==> src/design/rfp_pkg.sv <==
// rfp_pkg: shared types and constants for the radar frame parser
// frame markers, status codes, update kinds, control/command codes, front-to-back event record, result record
// no dependencies
`default_nettype none

package rfp_pkg;

    // frame markers
    localparam logic [7:0] HDR_0  = 8'h53;
    localparam logic [7:0] HDR_1  = 8'h59;
    localparam logic [7:0] TAIL_0 = 8'h54;
    localparam logic [7:0] TAIL_1 = 8'h43;

    localparam logic [15:0] MAX_PAYLOAD_RST = 16'd64;

    // frame status codes
    localparam logic [2:0] ST_GOOD  = 3'd0;
    localparam logic [2:0] ST_LONG  = 3'd1;
    localparam logic [2:0] ST_CSUM  = 3'd2;
    localparam logic [2:0] ST_TAIL0 = 3'd3;
    localparam logic [2:0] ST_TAIL1 = 3'd4;

    // update kinds
    localparam logic [3:0] KIND_NONE      = 4'd0;
    localparam logic [3:0] KIND_PRESENCE  = 4'd1;
    localparam logic [3:0] KIND_BREATH    = 4'd2;
    localparam logic [3:0] KIND_HEART     = 4'd3;
    localparam logic [3:0] KIND_IN_BED    = 4'd4;
    localparam logic [3:0] KIND_SLEEP     = 4'd5;
    localparam logic [3:0] KIND_HEARTBEAT = 4'd6;
    localparam logic [3:0] KIND_MON_SW    = 4'd7;
    localparam logic [3:0] KIND_RPT_MODE  = 4'd8;
    localparam logic [3:0] KIND_PRODUCT   = 4'd9;

    // control and command codes
    localparam logic [7:0] CTL_HEARTBEAT = 8'h01;
    localparam logic [7:0] CTL_PRODUCT   = 8'h02;
    localparam logic [7:0] CTL_PRESENCE  = 8'h80;
    localparam logic [7:0] CTL_BREATH    = 8'h81;
    localparam logic [7:0] CTL_SLEEP     = 8'h84;
    localparam logic [7:0] CTL_HEART     = 8'h85;
    localparam logic [7:0] CMD_01        = 8'h01;
    localparam logic [7:0] CMD_02        = 8'h02;
    localparam logic [7:0] CMD_80        = 8'h80;
    localparam logic [7:0] CMD_81        = 8'h81;
    localparam logic [7:0] CMD_82        = 8'h82;
    localparam logic [7:0] CMD_8C        = 8'h8C;
    localparam logic [7:0] CMD_A1        = 8'hA1;

    localparam int NUM_SENSORS = 5;
    localparam logic [8:0] SENSOR_RST = 9'h1FF;

    // one ended frame, from the parser to the back end
    typedef struct packed {
        logic [2:0]  status;
        logic [7:0]  ctrl;
        logic [7:0]  cmd;
        logic [15:0] len;
        logic [7:0]  first;
    } t_rfp_evt;

    // one result as held in the output register
    typedef struct packed {
        logic [2:0]  status;
        logic [3:0]  kind;
        logic [7:0]  ctrl;
        logic [7:0]  cmd;
        logic [15:0] len;
        logic [31:0] good;
        logic [31:0] bad;
        logic [8:0]  presence;
        logic [8:0]  breath;
        logic [8:0]  heart;
        logic [8:0]  in_bed;
        logic [8:0]  sleep_st;
    } t_rfp_res;

endpackage

`default_nettype wire

==> src/design/rfp_front.sv <==
// rfp_front: byte-serial frame parser, one byte per beat
// emits one event per ended frame; uses rfp_pkg
`default_nettype none

module rfp_front (
    input  wire logic             i_clk,
    input  wire logic             i_rst_n,
    input  wire logic             i_cfg_wen,
    input  wire logic [15:0]      i_cfg_wdata,
    input  wire logic             i_byte_valid,
    input  wire logic [7:0]       i_byte,
    output rfp_pkg::t_rfp_evt     o_evt,
    output logic                  o_evt_valid
);

    typedef enum logic [3:0] {
        PH_HUNT  = 4'd0,
        PH_HDR1  = 4'd1,
        PH_CTRL  = 4'd2,
        PH_CMD   = 4'd3,
        PH_LENH  = 4'd4,
        PH_LENL  = 4'd5,
        PH_DATA  = 4'd6,
        PH_TAIL0 = 4'd7,
        PH_TAIL1 = 4'd8
    } t_phase;

    t_phase      r_phase, n_phase;
    logic [7:0]  r_ctrl, n_ctrl;
    logic [7:0]  r_cmd, n_cmd;
    logic [15:0] r_len, n_len;
    logic [15:0] r_idx, n_idx;
    logic [7:0]  r_sum, n_sum;
    logic [7:0]  r_first, n_first;
    logic [15:0] r_max_payload;

    // next state and frame-end event
    always_comb begin
        n_phase     = r_phase;
        n_ctrl      = r_ctrl;
        n_cmd       = r_cmd;
        n_len       = r_len;
        n_idx       = r_idx;
        n_sum       = r_sum;
        n_first     = r_first;
        o_evt_valid = 1'b0;
        o_evt.status = rfp_pkg::ST_GOOD;
        o_evt.ctrl   = r_ctrl;
        o_evt.cmd    = r_cmd;
        o_evt.len    = r_len;
        o_evt.first  = r_first;
        unique case (r_phase)
            PH_HUNT: begin
                if (i_byte == rfp_pkg::HDR_0) n_phase = PH_HDR1;
            end
            PH_HDR1: begin
                if (i_byte == rfp_pkg::HDR_1) begin
                    n_sum   = rfp_pkg::HDR_0 + rfp_pkg::HDR_1;
                    n_phase = PH_CTRL;
                end else begin
                    n_phase = PH_HUNT;
                end
            end
            PH_CTRL: begin
                n_ctrl  = i_byte;
                n_sum   = r_sum + i_byte;
                n_phase = PH_CMD;
            end
            PH_CMD: begin
                n_cmd   = i_byte;
                n_sum   = r_sum + i_byte;
                n_phase = PH_LENH;
            end
            PH_LENH: begin
                n_len   = {i_byte, 8'h00};
                n_sum   = r_sum + i_byte;
                n_phase = PH_LENL;
            end
            PH_LENL: begin
                n_len     = {r_len[15:8], i_byte};
                n_sum     = r_sum + i_byte;
                n_idx     = '0;
                o_evt.len = {r_len[15:8], i_byte};
                if ({r_len[15:8], i_byte} > r_max_payload) begin
                    o_evt_valid  = 1'b1;
                    o_evt.status = rfp_pkg::ST_LONG;
                    n_phase      = PH_HUNT;
                end else begin
                    n_phase = PH_DATA;
                end
            end
            PH_DATA: begin
                if (r_idx < r_len) begin
                    if (r_idx == '0) n_first = i_byte;
                    n_idx = r_idx + 16'd1;
                    n_sum = r_sum + i_byte;
                end else if (i_byte != r_sum) begin
                    o_evt_valid  = 1'b1;
                    o_evt.status = rfp_pkg::ST_CSUM;
                    n_phase      = PH_HUNT;
                end else begin
                    n_phase = PH_TAIL0;
                end
            end
            PH_TAIL0: begin
                if (i_byte != rfp_pkg::TAIL_0) begin
                    o_evt_valid  = 1'b1;
                    o_evt.status = rfp_pkg::ST_TAIL0;
                    n_phase      = PH_HUNT;
                end else begin
                    n_phase = PH_TAIL1;
                end
            end
            PH_TAIL1: begin
                o_evt_valid  = 1'b1;
                o_evt.status = (i_byte != rfp_pkg::TAIL_1) ? rfp_pkg::ST_TAIL1
                                                           : rfp_pkg::ST_GOOD;
                n_phase      = PH_HUNT;
            end
            default: begin
                n_phase = PH_HUNT;
            end
        endcase
        // nothing moves without a byte
        if (!i_byte_valid) begin
            n_phase     = r_phase;
            n_ctrl      = r_ctrl;
            n_cmd       = r_cmd;
            n_len       = r_len;
            n_idx       = r_idx;
            n_sum       = r_sum;
            n_first     = r_first;
            o_evt_valid = 1'b0;
        end
    end

    // parser state and limit register
    always_ff @(posedge i_clk) begin
        if (!i_rst_n) begin
            r_phase       <= PH_HUNT;
            r_ctrl        <= '0;
            r_cmd         <= '0;
            r_len         <= '0;
            r_idx         <= '0;
            r_sum         <= '0;
            r_first       <= '0;
            r_max_payload <= rfp_pkg::MAX_PAYLOAD_RST;
        end else begin
            r_phase <= n_phase;
            r_ctrl  <= n_ctrl;
            r_cmd   <= n_cmd;
            r_len   <= n_len;
            r_idx   <= n_idx;
            r_sum   <= n_sum;
            r_first <= n_first;
            if (i_cfg_wen) r_max_payload <= i_cfg_wdata;
        end
    end

endmodule

`default_nettype wire

==> src/design/rfp_queue.sv <==
// rfp_queue: short event queue between the parser and the back end
// holds rfp_pkg::t_rfp_evt records; uses rfp_pkg
`default_nettype none

module rfp_queue #(
    parameter int DEPTH = 4
) (
    input  wire logic              i_clk,
    input  wire logic              i_rst_n,
    input  wire logic              i_push,
    input  wire rfp_pkg::t_rfp_evt i_data,
    output logic                   o_full,
    input  wire logic              i_pop,
    output logic                   o_valid,
    output rfp_pkg::t_rfp_evt      o_data
);

    localparam int AW = $clog2(DEPTH);
    localparam int CW = $clog2(DEPTH + 1);

    rfp_pkg::t_rfp_evt r_mem [DEPTH];
    logic [AW-1:0] r_wr_ptr;
    logic [AW-1:0] r_rd_ptr;
    logic [CW-1:0] r_count;

    assign o_full  = (r_count == CW'(DEPTH));
    assign o_valid = (r_count != '0);
    assign o_data  = r_mem[r_rd_ptr];

    // storage
    always_ff @(posedge i_clk) begin
        if (i_push) r_mem[r_wr_ptr] <= i_data;
    end

    // pointers and fill count
    always_ff @(posedge i_clk) begin
        if (!i_rst_n) begin
            r_wr_ptr <= '0;
            r_rd_ptr <= '0;
            r_count  <= '0;
        end else begin
            if (i_push) begin
                r_wr_ptr <= (r_wr_ptr == AW'(DEPTH - 1)) ? '0 : r_wr_ptr + 1'b1;
            end
            if (i_pop) begin
                r_rd_ptr <= (r_rd_ptr == AW'(DEPTH - 1)) ? '0 : r_rd_ptr + 1'b1;
            end
            if (i_push && !i_pop) r_count <= r_count + 1'b1;
            else if (!i_push && i_pop) r_count <= r_count - 1'b1;
        end
    end

endmodule

`default_nettype wire

==> src/design/rfp_back.sv <==
// rfp_back: applies ended frames to counters and sensor values
// holds the output register of results; uses rfp_pkg
`default_nettype none

module rfp_back (
    input  wire logic              i_clk,
    input  wire logic              i_rst_n,
    input  wire logic              i_evt_valid,
    input  wire rfp_pkg::t_rfp_evt i_evt,
    output logic                   o_pop,
    output logic                   o_res_valid,
    input  wire logic              i_res_ready,
    output rfp_pkg::t_rfp_res      o_res
);

    logic [31:0] r_good, n_good;
    logic [31:0] r_bad, n_bad;
    logic [8:0]  r_sensor [rfp_pkg::NUM_SENSORS];
    logic [8:0]  n_sensor [rfp_pkg::NUM_SENSORS];
    logic [3:0]  w_kind;
    logic        r_res_valid;
    rfp_pkg::t_rfp_res r_res;

    // sensor update kind from control/command pair
    function automatic logic [3:0] kind_of(input logic [7:0] c, input logic [7:0] m,
                                           input logic has_data);
        logic [3:0] k;
        k = rfp_pkg::KIND_NONE;
        if (has_data) begin
            if (c == rfp_pkg::CTL_PRESENCE &&
                (m == rfp_pkg::CMD_01 || m == rfp_pkg::CMD_81))
                k = rfp_pkg::KIND_PRESENCE;
            else if (c == rfp_pkg::CTL_BREATH &&
                     (m == rfp_pkg::CMD_02 || m == rfp_pkg::CMD_82))
                k = rfp_pkg::KIND_BREATH;
            else if (c == rfp_pkg::CTL_HEART &&
                     (m == rfp_pkg::CMD_02 || m == rfp_pkg::CMD_82))
                k = rfp_pkg::KIND_HEART;
            else if (c == rfp_pkg::CTL_SLEEP &&
                     (m == rfp_pkg::CMD_01 || m == rfp_pkg::CMD_81))
                k = rfp_pkg::KIND_IN_BED;
            else if (c == rfp_pkg::CTL_SLEEP &&
                     (m == rfp_pkg::CMD_02 || m == rfp_pkg::CMD_82))
                k = rfp_pkg::KIND_SLEEP;
            else if (c == rfp_pkg::CTL_HEARTBEAT &&
                     (m == rfp_pkg::CMD_01 || m == rfp_pkg::CMD_80))
                k = rfp_pkg::KIND_HEARTBEAT;
            else if (m == rfp_pkg::CMD_80 &&
                     (c == rfp_pkg::CTL_PRESENCE || c == rfp_pkg::CTL_BREATH ||
                      c == rfp_pkg::CTL_SLEEP || c == rfp_pkg::CTL_HEART))
                k = rfp_pkg::KIND_MON_SW;
            else if (c == rfp_pkg::CTL_SLEEP && m == rfp_pkg::CMD_8C)
                k = rfp_pkg::KIND_RPT_MODE;
            else if (c == rfp_pkg::CTL_PRODUCT &&
                     (m == rfp_pkg::CMD_01 || m == rfp_pkg::CMD_A1))
                k = rfp_pkg::KIND_PRODUCT;
        end
        return k;
    endfunction

    // take an event when the output register is free or being drained
    assign o_pop       = i_evt_valid && (!r_res_valid || i_res_ready);
    assign o_res_valid = r_res_valid;
    assign o_res       = r_res;

    // counter and sensor updates for the event at the queue head
    always_comb begin
        n_good   = r_good;
        n_bad    = r_bad;
        n_sensor = r_sensor;
        w_kind   = rfp_pkg::KIND_NONE;
        if (o_pop) begin
            if (i_evt.status == rfp_pkg::ST_GOOD) begin
                n_good = r_good + 32'd1;
                w_kind = kind_of(i_evt.ctrl, i_evt.cmd, i_evt.len != '0);
                unique case (w_kind)
                    rfp_pkg::KIND_PRESENCE: n_sensor[0] = {1'b0, i_evt.first};
                    rfp_pkg::KIND_BREATH:   n_sensor[1] = {1'b0, i_evt.first};
                    rfp_pkg::KIND_HEART:    n_sensor[2] = {1'b0, i_evt.first};
                    rfp_pkg::KIND_IN_BED:   n_sensor[3] = {1'b0, i_evt.first};
                    rfp_pkg::KIND_SLEEP:    n_sensor[4] = {1'b0, i_evt.first};
                    default: ;
                endcase
            end else begin
                n_bad = r_bad + 32'd1;
            end
        end
    end

    // state and output register
    always_ff @(posedge i_clk) begin
        if (!i_rst_n) begin
            r_good      <= '0;
            r_bad       <= '0;
            r_res_valid <= 1'b0;
            for (int i = 0; i < rfp_pkg::NUM_SENSORS; i++) begin
                r_sensor[i] <= rfp_pkg::SENSOR_RST;
            end
        end else begin
            r_good   <= n_good;
            r_bad    <= n_bad;
            r_sensor <= n_sensor;
            if (o_pop) r_res_valid <= 1'b1;
            else if (i_res_ready) r_res_valid <= 1'b0;
        end
    end

    // result payload
    always_ff @(posedge i_clk) begin
        if (o_pop) begin
            r_res.status   <= i_evt.status;
            r_res.kind     <= w_kind;
            r_res.ctrl     <= i_evt.ctrl;
            r_res.cmd      <= i_evt.cmd;
            r_res.len      <= i_evt.len;
            r_res.good     <= n_good;
            r_res.bad      <= n_bad;
            r_res.presence <= n_sensor[0];
            r_res.breath   <= n_sensor[1];
            r_res.heart    <= n_sensor[2];
            r_res.in_bed   <= n_sensor[3];
            r_res.sleep_st <= n_sensor[4];
        end
    end

endmodule

`default_nettype wire

==> src/design/radar_frame_parser.sv <==
// radar_frame_parser: top level of the sensor frame deframer
// instantiates rfp_front, rfp_queue and rfp_back; uses rfp_pkg
//
//  channel   | direction | beat content
//  s_axis    | in        | tdata[7:0] rx_byte
//  m_axis    | out       | tdata: frame fields, counters, sensor values; tuser: status, kind
//  cfg       | in        | wdata[15:0] max_payload, written when wen is high
//
// one byte per cycle while s_axis_tready is high; a frame result goes from its last byte
// through the parser, then the event queue of QUEUE_DEPTH entries, then the output register
// s_axis_tready drops only when the event queue is full, i.e. when results
// back up behind a stalled m_axis for QUEUE_DEPTH+1 frames
// synchronous active-low reset; max_payload resets to 64, sensor values to -1
`default_nettype none

module radar_frame_parser #(
    parameter int QUEUE_DEPTH = 4
) (
    input  wire logic         i_clk,
    input  wire logic         i_rst_n,
    input  wire logic         i_cfg_wen,
    input  wire logic [15:0]  i_cfg_wdata,
    input  wire logic         i_s_axis_tvalid,
    output logic              o_s_axis_tready,
    input  wire logic [7:0]   i_s_axis_tdata,   // [7:0] rx_byte
    output logic              o_m_axis_tvalid,
    input  wire logic         i_m_axis_tready,
    // [7:0] frame_ctrl, [15:8] frame_cmd, [31:16] payload_len,
    // [63:32] good_frames, [95:64] bad_frames, [104:96] presence,
    // [113:105] breath_rate, [122:114] heart_rate, [131:123] in_bed,
    // [140:132] sleep_state, [143:141] zero
    output logic [143:0]      o_m_axis_tdata,
    output logic [6:0]        o_m_axis_tuser    // [2:0] status, [6:3] update_kind
);

    rfp_pkg::t_rfp_evt w_evt_in;
    rfp_pkg::t_rfp_evt w_evt_out;
    rfp_pkg::t_rfp_res w_res;
    logic w_evt_in_valid;
    logic w_q_full;
    logic w_q_valid;
    logic w_pop;
    logic w_byte_acc;

    assign o_s_axis_tready = !w_q_full;
    assign w_byte_acc      = i_s_axis_tvalid && o_s_axis_tready;

    // parser
    rfp_front u_front (
        .i_clk        (i_clk),
        .i_rst_n      (i_rst_n),
        .i_cfg_wen    (i_cfg_wen),
        .i_cfg_wdata  (i_cfg_wdata),
        .i_byte_valid (w_byte_acc),
        .i_byte       (i_s_axis_tdata),
        .o_evt        (w_evt_in),
        .o_evt_valid  (w_evt_in_valid)
    );

    // event queue
    rfp_queue #(
        .DEPTH (QUEUE_DEPTH)
    ) u_queue (
        .i_clk   (i_clk),
        .i_rst_n (i_rst_n),
        .i_push  (w_evt_in_valid),
        .i_data  (w_evt_in),
        .o_full  (w_q_full),
        .i_pop   (w_pop),
        .o_valid (w_q_valid),
        .o_data  (w_evt_out)
    );

    // counters, sensor values and output register
    rfp_back u_back (
        .i_clk       (i_clk),
        .i_rst_n     (i_rst_n),
        .i_evt_valid (w_q_valid),
        .i_evt       (w_evt_out),
        .o_pop       (w_pop),
        .o_res_valid (o_m_axis_tvalid),
        .i_res_ready (i_m_axis_tready),
        .o_res       (w_res)
    );

    // pack the result beat
    assign o_m_axis_tdata = {3'b000, w_res.sleep_st, w_res.in_bed, w_res.heart,
                             w_res.breath, w_res.presence, w_res.bad, w_res.good,
                             w_res.len, w_res.cmd, w_res.ctrl};
    assign o_m_axis_tuser = {w_res.kind, w_res.status};

    // a frame-end event never meets a full queue
    a_no_overflow: assert property (@(posedge i_clk) disable iff (!i_rst_n)
        w_evt_in_valid |-> !w_q_full)
        else $error("event pushed into full queue");

    // rejected frames carry no update kind
    a_bad_no_kind: assert property (@(posedge i_clk) disable iff (!i_rst_n)
        (o_m_axis_tvalid && (w_res.status != rfp_pkg::ST_GOOD))
            |-> (w_res.kind == rfp_pkg::KIND_NONE))
        else $error("rejected frame with update kind");

    // no result right after reset
    a_reset_idle: assert property (@(posedge i_clk)
        $rose(i_rst_n) |-> !o_m_axis_tvalid)
        else $error("result valid after reset");

    // a popped event always leaves a result in the output register
    a_pop_result: assert property (@(posedge i_clk) disable iff (!i_rst_n)
        w_pop |=> o_m_axis_tvalid)
        else $error("popped event without result");

endmodule

`default_nettype wire
==> config.mk <==
export PLATFORM = sky130hd
export DESIGN_NAME = radar_frame_parser
export DESIGN_NICKNAME = d
export VERILOG_FILES = /design/src/design/rfp_pkg.sv /design/src/design/rfp_front.sv /design/src/design/rfp_queue.sv /design/src/design/rfp_back.sv /design/src/design/radar_frame_parser.sv
export SDC_FILE = /design/constraint.sdc
export NUM_CORES = 1
export LEC_CHECK = 0
export BUFFER_PORTS_ARGS = -buffer_cell sky130_fd_sc_hd__buf_4
export CAP_MARGIN = 20
export CORE_MARGIN = 2
export CORE_UTILIZATION = 50
export DETAILED_ROUTE_END_ITERATION = 8
export PLACE_DENSITY = 0.69
export SETUP_SLACK_MARGIN = 0.15
export SLEW_MARGIN = 20
export SYNTH_ARGS = -nofsm -noshare
export SYNTH_HDL_FRONTEND = slang
export SYNTH_SLANG_ARGS = --single-unit
==> constraint.sdc <==
create_clock -name i_clk -period 6.47 [get_ports i_clk]
set_input_delay 0.3235 -clock i_clk [delete_from_list [all_inputs] [get_ports i_clk]]
set_output_delay 0.3235 -clock i_clk [all_outputs]
set_load 0.02 [all_outputs]
* Word-level counts from Yosys, hierarchy flattened
Memory sizes are Yosys's and may differ from the RTL's. A register that Yosys moved wholly into a read port is not among the register bits. Cells that the tools add are included.
Storage, ports and cells: flip-flop bits (word level) 349, bits in latches 0, memory bits (writable) 172, bits in read-only memories 0, input port bits 29, output and inout bits 153, word-level logic and storage cells 185, memories 1
Memory list:
- u_queue.r_mem | words 4, bits a word 43, read ports 1, clocked after Yosys merged registers in 1, write ports 1, RTL line rfp_queue.sv:21 | rfp_pkg::t_rfp_evt r_mem [DEPTH];
Operators by class: add/sub/neg operators 8, $mul 0, divide/modulo/power cells 0, magnitude comparators 2, equality and inequality tests 38, shifts and indexed selects 0, muxes and demuxes 59, bitwise logic cells 1, reductions and logical operators 44
Operators with widths (number):
- 32-bit 2-to-1 mux | 4
- 45-bit 2-to-1 mux | 2
- 8-bit equality test, second input constant | 9
- 32-bit by 1-bit adder with 32-bit output, second input constant | 2
- 16-bit case mux with 2 select lines | 2
- 4-bit 2-to-1 mux | 15
- 9-bit 2-to-1 mux | 5
- 4-bit case mux with 8 select lines | 1
- 4-bit by 3-bit equality test with 1-bit output, second input constant | 6
- 8-bit 2-to-1 mux | 3
- 8-bit case mux with 3 select lines | 1
- 3-bit 2-to-1 mux | 6
- 16-bit by 1-bit adder with 16-bit output, second input constant | 1
- 4-bit by 2-bit equality test with 1-bit output, second input constant | 4
- 8-bit by 1-bit equality test with 1-bit output, second input constant | 2
- 8-bit by 2-bit equality test with 1-bit output, second input constant | 2
- 8-bit by 7-bit equality test with 1-bit output, second input constant | 2
- 16-bit greater-than comparator | 1
- 16-bit logical NOT | 1
- 16-bit < comparator | 1
- 16-bit 2-to-1 mux | 1
- 8-bit by 7-bit inequality test with 1-bit output, second input constant | 2
- 16-bit nonzero test | 1
- 2-bit 2-to-1 mux | 7
- 26 further kinds | 71

* Longest topological paths before layout
word-level depth 19, gate-level depth with buffers 16, depth with buffers taken out 15

* Cells and area by module
From an unflattened synthesis, not the netlist that was laid out.
Second synthesis, totals: cells, all modules 1635, area, all modules 21628.2 um2
By module, submodules not included:
- rfp_back | instances 1, cells an instance 784, area each 10057.1 um2
- rfp_queue | instances 1, cells an instance 269, area each 6718.9 um2
- rfp_front | instances 1, cells an instance 576, area each 4815.9 um2
- radar_frame_parser | instances 1, cells an instance 6, area each 36.3 um2

* Worst setup path after synthesis
No wires, ideal clock.
path type register to register, start point reg u_queue.r_count[0], end point reg u_back.r_sensor[10] (netlist name), data arrival time 5.717 ns, required time 6.350 ns, path slack 0.633 ns, stages on the path, launching flop included 9, path buffers 1, period minus slack after synthesis 5.837 ns, cell sequence dfxtp_1 nor3_1 a21o_1 buf_1 inv_1 nand2_1 nor4_4 mux2_2 or2_1
RTL lines:
- start: declaration | RTL line rfp_queue.sv:24 | logic [CW-1:0] r_count;
- start signal: assignment | RTL line rfp_queue.sv:48 | if (i_push && !i_pop) r_count <= r_count + 1'b1;
- start signal: assignment | RTL line rfp_queue.sv:49 | else if (!i_push && i_pop) r_count <= r_count - 1'b1;
- end signal: indexed assignment | RTL line rfp_back.sv:97 | r_sensor[i] <= rfp_pkg::SENSOR_RST;
- end signal: assignment | RTL line rfp_back.sv:102 | r_sensor <= n_sensor;
- end: declaration | RTL line rfp_back.sv:18 | logic [8:0] r_sensor [rfp_pkg::NUM_SENSORS];

==> out/metrics.cfg <==
[power_and_ir_drop]
clock_power_share_pct = 32.8
leakage_nw = 9.03
internal_power_mw = 6.61
switchingPower_mw = 2.63
power.density_mw_per_mm2 = 376
total_power_mw = 9.25
vdd_drop_max_mv = 0.303
share_comb_of_total_power_pct = 21.3
switching_share_pct = 28.5
pwr-share-seq_pct = 46.0

[detailed_routing]
dr_total_vias = 12205
route.detailed.wl_per_inst_um = 18.8
detail_route.wirelength_um = 42600
vias_per_cell = 5.37
drt-pass1-iter-count = 5
drtIter0Drc = 757
drc_errors = 0
drt.antenna.violating_nets = 0

[yosys]
yosys_register_bits = 523
syn_inst = 1490
yosys-top-cells-area = edfxtp_1 46%, dfxtp_1 20%, mux4_2 4.4%
synth-edff-count = 320
synth_area_sq_mm = 0.0208
synth_seq_area_share_pct = 65.7
ys_warn_count = 0
yosysTopAreaCell = edfxtp_1
synthFlopType = edfxtp_1
async_reset_ff_share_pct = 0
ys_types = 68
synth_area_per_cell_sq_um = 14.0
synth_top_cell_area_share_pct = 46.1

[run_status]
outcome = completed

[timing]
rsz0062_at_grt = no
hold_violation_count_in_the_final_report = 0
setup_viol_count_final = 0
timing.clock.skew_ns = 0.0186
report.final.slew_viol_count = 0
tns_ns = 0
max_slew.worst_pin.slew_ns = 1.08
fin_crit_sh_pct = 69.5
finalCriticalPeriod_ns = 4.50
clock.fmax_mhz = 222
slew_headroom_pct = 27.8

[final_layout]
areaGrowthSynthToFinish_pct = 18.2
diodes = 0
fin_nets = 1775
drive_gt1_share_pct = 23.3
filler_cell_count = 3101

[grt]
antenna_found_initial = 0
global_route_wire_length_before_repair_um = 67000
grt_max_degree = 102
via_count_of_the_first_global_routing_pass = 12214
grt.overflow.total = 0
global_route.usage.total_pct = 19.6

[hold_path]
worst_hold_path_type = in2reg

[floorplanning]
floorplan.die.width_um = 208
design.core.area_sq_mm = 0.0409
fp.dieArea_sq_mm = 0.0433
num_rows = 74
dieHeight_um = 208
io_count = 182
start_util_pct = 50.9

[clock_tree]
clockBufferDepth = 3
cts_htree_levels = 2
clkSlewWorstSetupHoldPaths_ns = 0.06
clock_sinks = 523
number_of_clock_buffers_inserted_by_tritoncts = 53
ctsRootBufferMaster = clkbuf_16
ctsResizeCount = 0
tritoncts = built
clock_insertion_delay_worst_skew_ns = 0.58

[worst_setup_path]
critical_path_class = reg2reg
critical_path.startpoint_type = register
critical_path_arrival_ns = 4.97
timing.critical_path.required_ns = 6.94
endpoint_kind = register
r2r_slack_ns = 1.97
crit_fanout = 15

[placement]
detailed_place_hpwl_um = 28300
gp_congestion = 0.847
placement.io_buffers = 178

[flow_run]
timing.max_cap.violations = 0

[cell usage after synthesis, types with 4 or more instances]
master	count
nor2_1	115
or2_1	18
xnor2_1	51
edfxtp_1	320
nand4_1	25
a22oi_1	8
o211ai_1	9
and4_1	6
mux2i_1	47
mux4_2	41
nand2_1	73
a21o_1	17
a21oi_1	39
nor4_4	4
a211oi_1	6
nor2b_1	5
nor3_1	24
ha_1	48
inv_1	49
mux2_2	34
clkbuf_1	44
nor4_1	11
xor2_1	33
mux2_4	8
nand2b_1	11
nand3_1	32
or3_1	5
or3b_2	5
buf_2	4
or2_2	25
and3_1	18
o21ai_0	16
buf_4	4
o21a_1	5
and2_1	78
dfxtp_1	203
[layout make-up]
class | count | area, sq um | share of cell area, %
tap | 532 | 666 | 2.71
timing repair buffer | 205 | 1580 | 6.42
sequential | 523 | 13700 | 55.6
clock inverter | 17 | 149 | 0.605
inverter | 50 | 193 | 0.783
clock buffer | 83 | 1620 | 6.60
multi-input combinational | 863 | 6720 | 27.3
[critical path, stage by stage, from the launching register on]
cell and delay [ns]:
dfxtp_2 0.64, buf_4 0.39, mux4_2 0.57, nor4_1 0.41, nand4_1 0.45, nand3b_1 0.35
o2111ai_1 0.25, nor3b_4 0.60, mux2_2 0.42, or2_2 0.27
[cell families after synthesis]
kind of cell    after synthesis  share of synthesized area [%]
compound gates              121                           3.80
fa+ha+maj                    50                           3.08
other cells                   1                         0.0180
mux                         132                           9.36
buf+inv                     106                           2.13
xor+xnor                     84                           3.53
simple gates                473                           12.4
flops                       523                           65.7
[registers in the layout, indices dropped and copies added, names as in the netlist, named ones only]
register / count
u_back.o_res_valid: 1
u_front.r_ctrl: 8
u_front.r_idx: 16
u_front.r_sum: 8
u_front.r_phase: 4
u_queue.r_rd_ptr: 2
u_front.r_first: 8
u_back.r_bad: 32
u_queue.r_mem: 172
u_back.r_sensor: 45
u_back.r_good: 32
u_queue.r_wr_ptr: 2
u_back.o_res: 148
u_front.r_len: 16
u_front.r_cmd: 8
u_front.r_max_payload: 16
u_queue.r_count: 3
[cells in the final DEF (no fill, tap or decap), types with 24 or more instances in the layout]
| cell type | count |
|---|---|
| mux2_2 | 34 |
| nor3_1 | 24 |
| xor2_1 | 33 |
| xnor2_1 | 51 |
| clkbuf_16 | 57 |
| mux4_2 | 41 |
| nand2_1 | 73 |
| dfxtp_1 | 201 |
| buf_4 | 189 |
| edfxtp_1 | 320 |
| mux2i_1 | 47 |
| nor2_1 | 115 |
| nand3_1 | 32 |
| ha_1 | 48 |
| inv_1 | 48 |
| and2_1 | 74 |
| nand4_1 | 25 |
| or2_2 | 25 |
| a21oi_1 | 39 |
[through the flow]
step           hold slack (ns)  utilization [%]  instances  cell area [sq um]  worst slack [ns]
6_report                0.0436             60.1       2273              24600              1.97
5_1_grt                 0.0426             60.1       2273              24600              1.71
4_1_cts                 0.0108             60.1       2273              24600              1.91
3_5_place_dp             0.450             55.4       2157              22700              1.92
3_3_place_gp             0.443             55.4       2157              22700              2.05
2_1_floorplan            0.436                -       1492              20800             0.633
[metal layers]
metal / track usage (%) / share of wire, %
met4: 5.99 / 2.4
met5: 0 / 0
met3: 3.73 / 4.8
met1: 25.6 / 44
met2: 33.3 / 49
[power by group through the flow]
stage	Clock, mW	Sequential [mW]	Combinational [mW]
floorplan	0	4.72	0.799
finish	3.03	4.25	1.97
global placement	0	4.33	1.97
global route	3.23	4.30	2.09
detailed placement	0	4.33	1.98
CTS	3.10	4.27	2.00
[worst paths after layout]
check | start | end | depth (start not counted)
worst min-delay path | i_m_axis_tready | u_back.o_res_valid$_SDFFE_PN0P_ | 4
worst max register to register | register | u_back.r_sensor[40]$_SDFF_PN1_ | 9
worst min register to register | u_front.r_sum[3]$_SDFFE_PN0P_ | u_front.r_sum[3]$_SDFFE_PN0P_ | 2
worst max-delay path | register | u_back.r_sensor[40]$_SDFF_PN1_ | 9
[repair_timing]
| action | in CTS | in global routing |
|---|---|---|
| endpoints found under the setup margin | 0 | 0 |
| hold buffers | 16 | 0 |
| buffers inserted | 0 | 0 |
| endpoints found under the hold margin | 16 | 0 |
(Power assumes the default switching activity.)
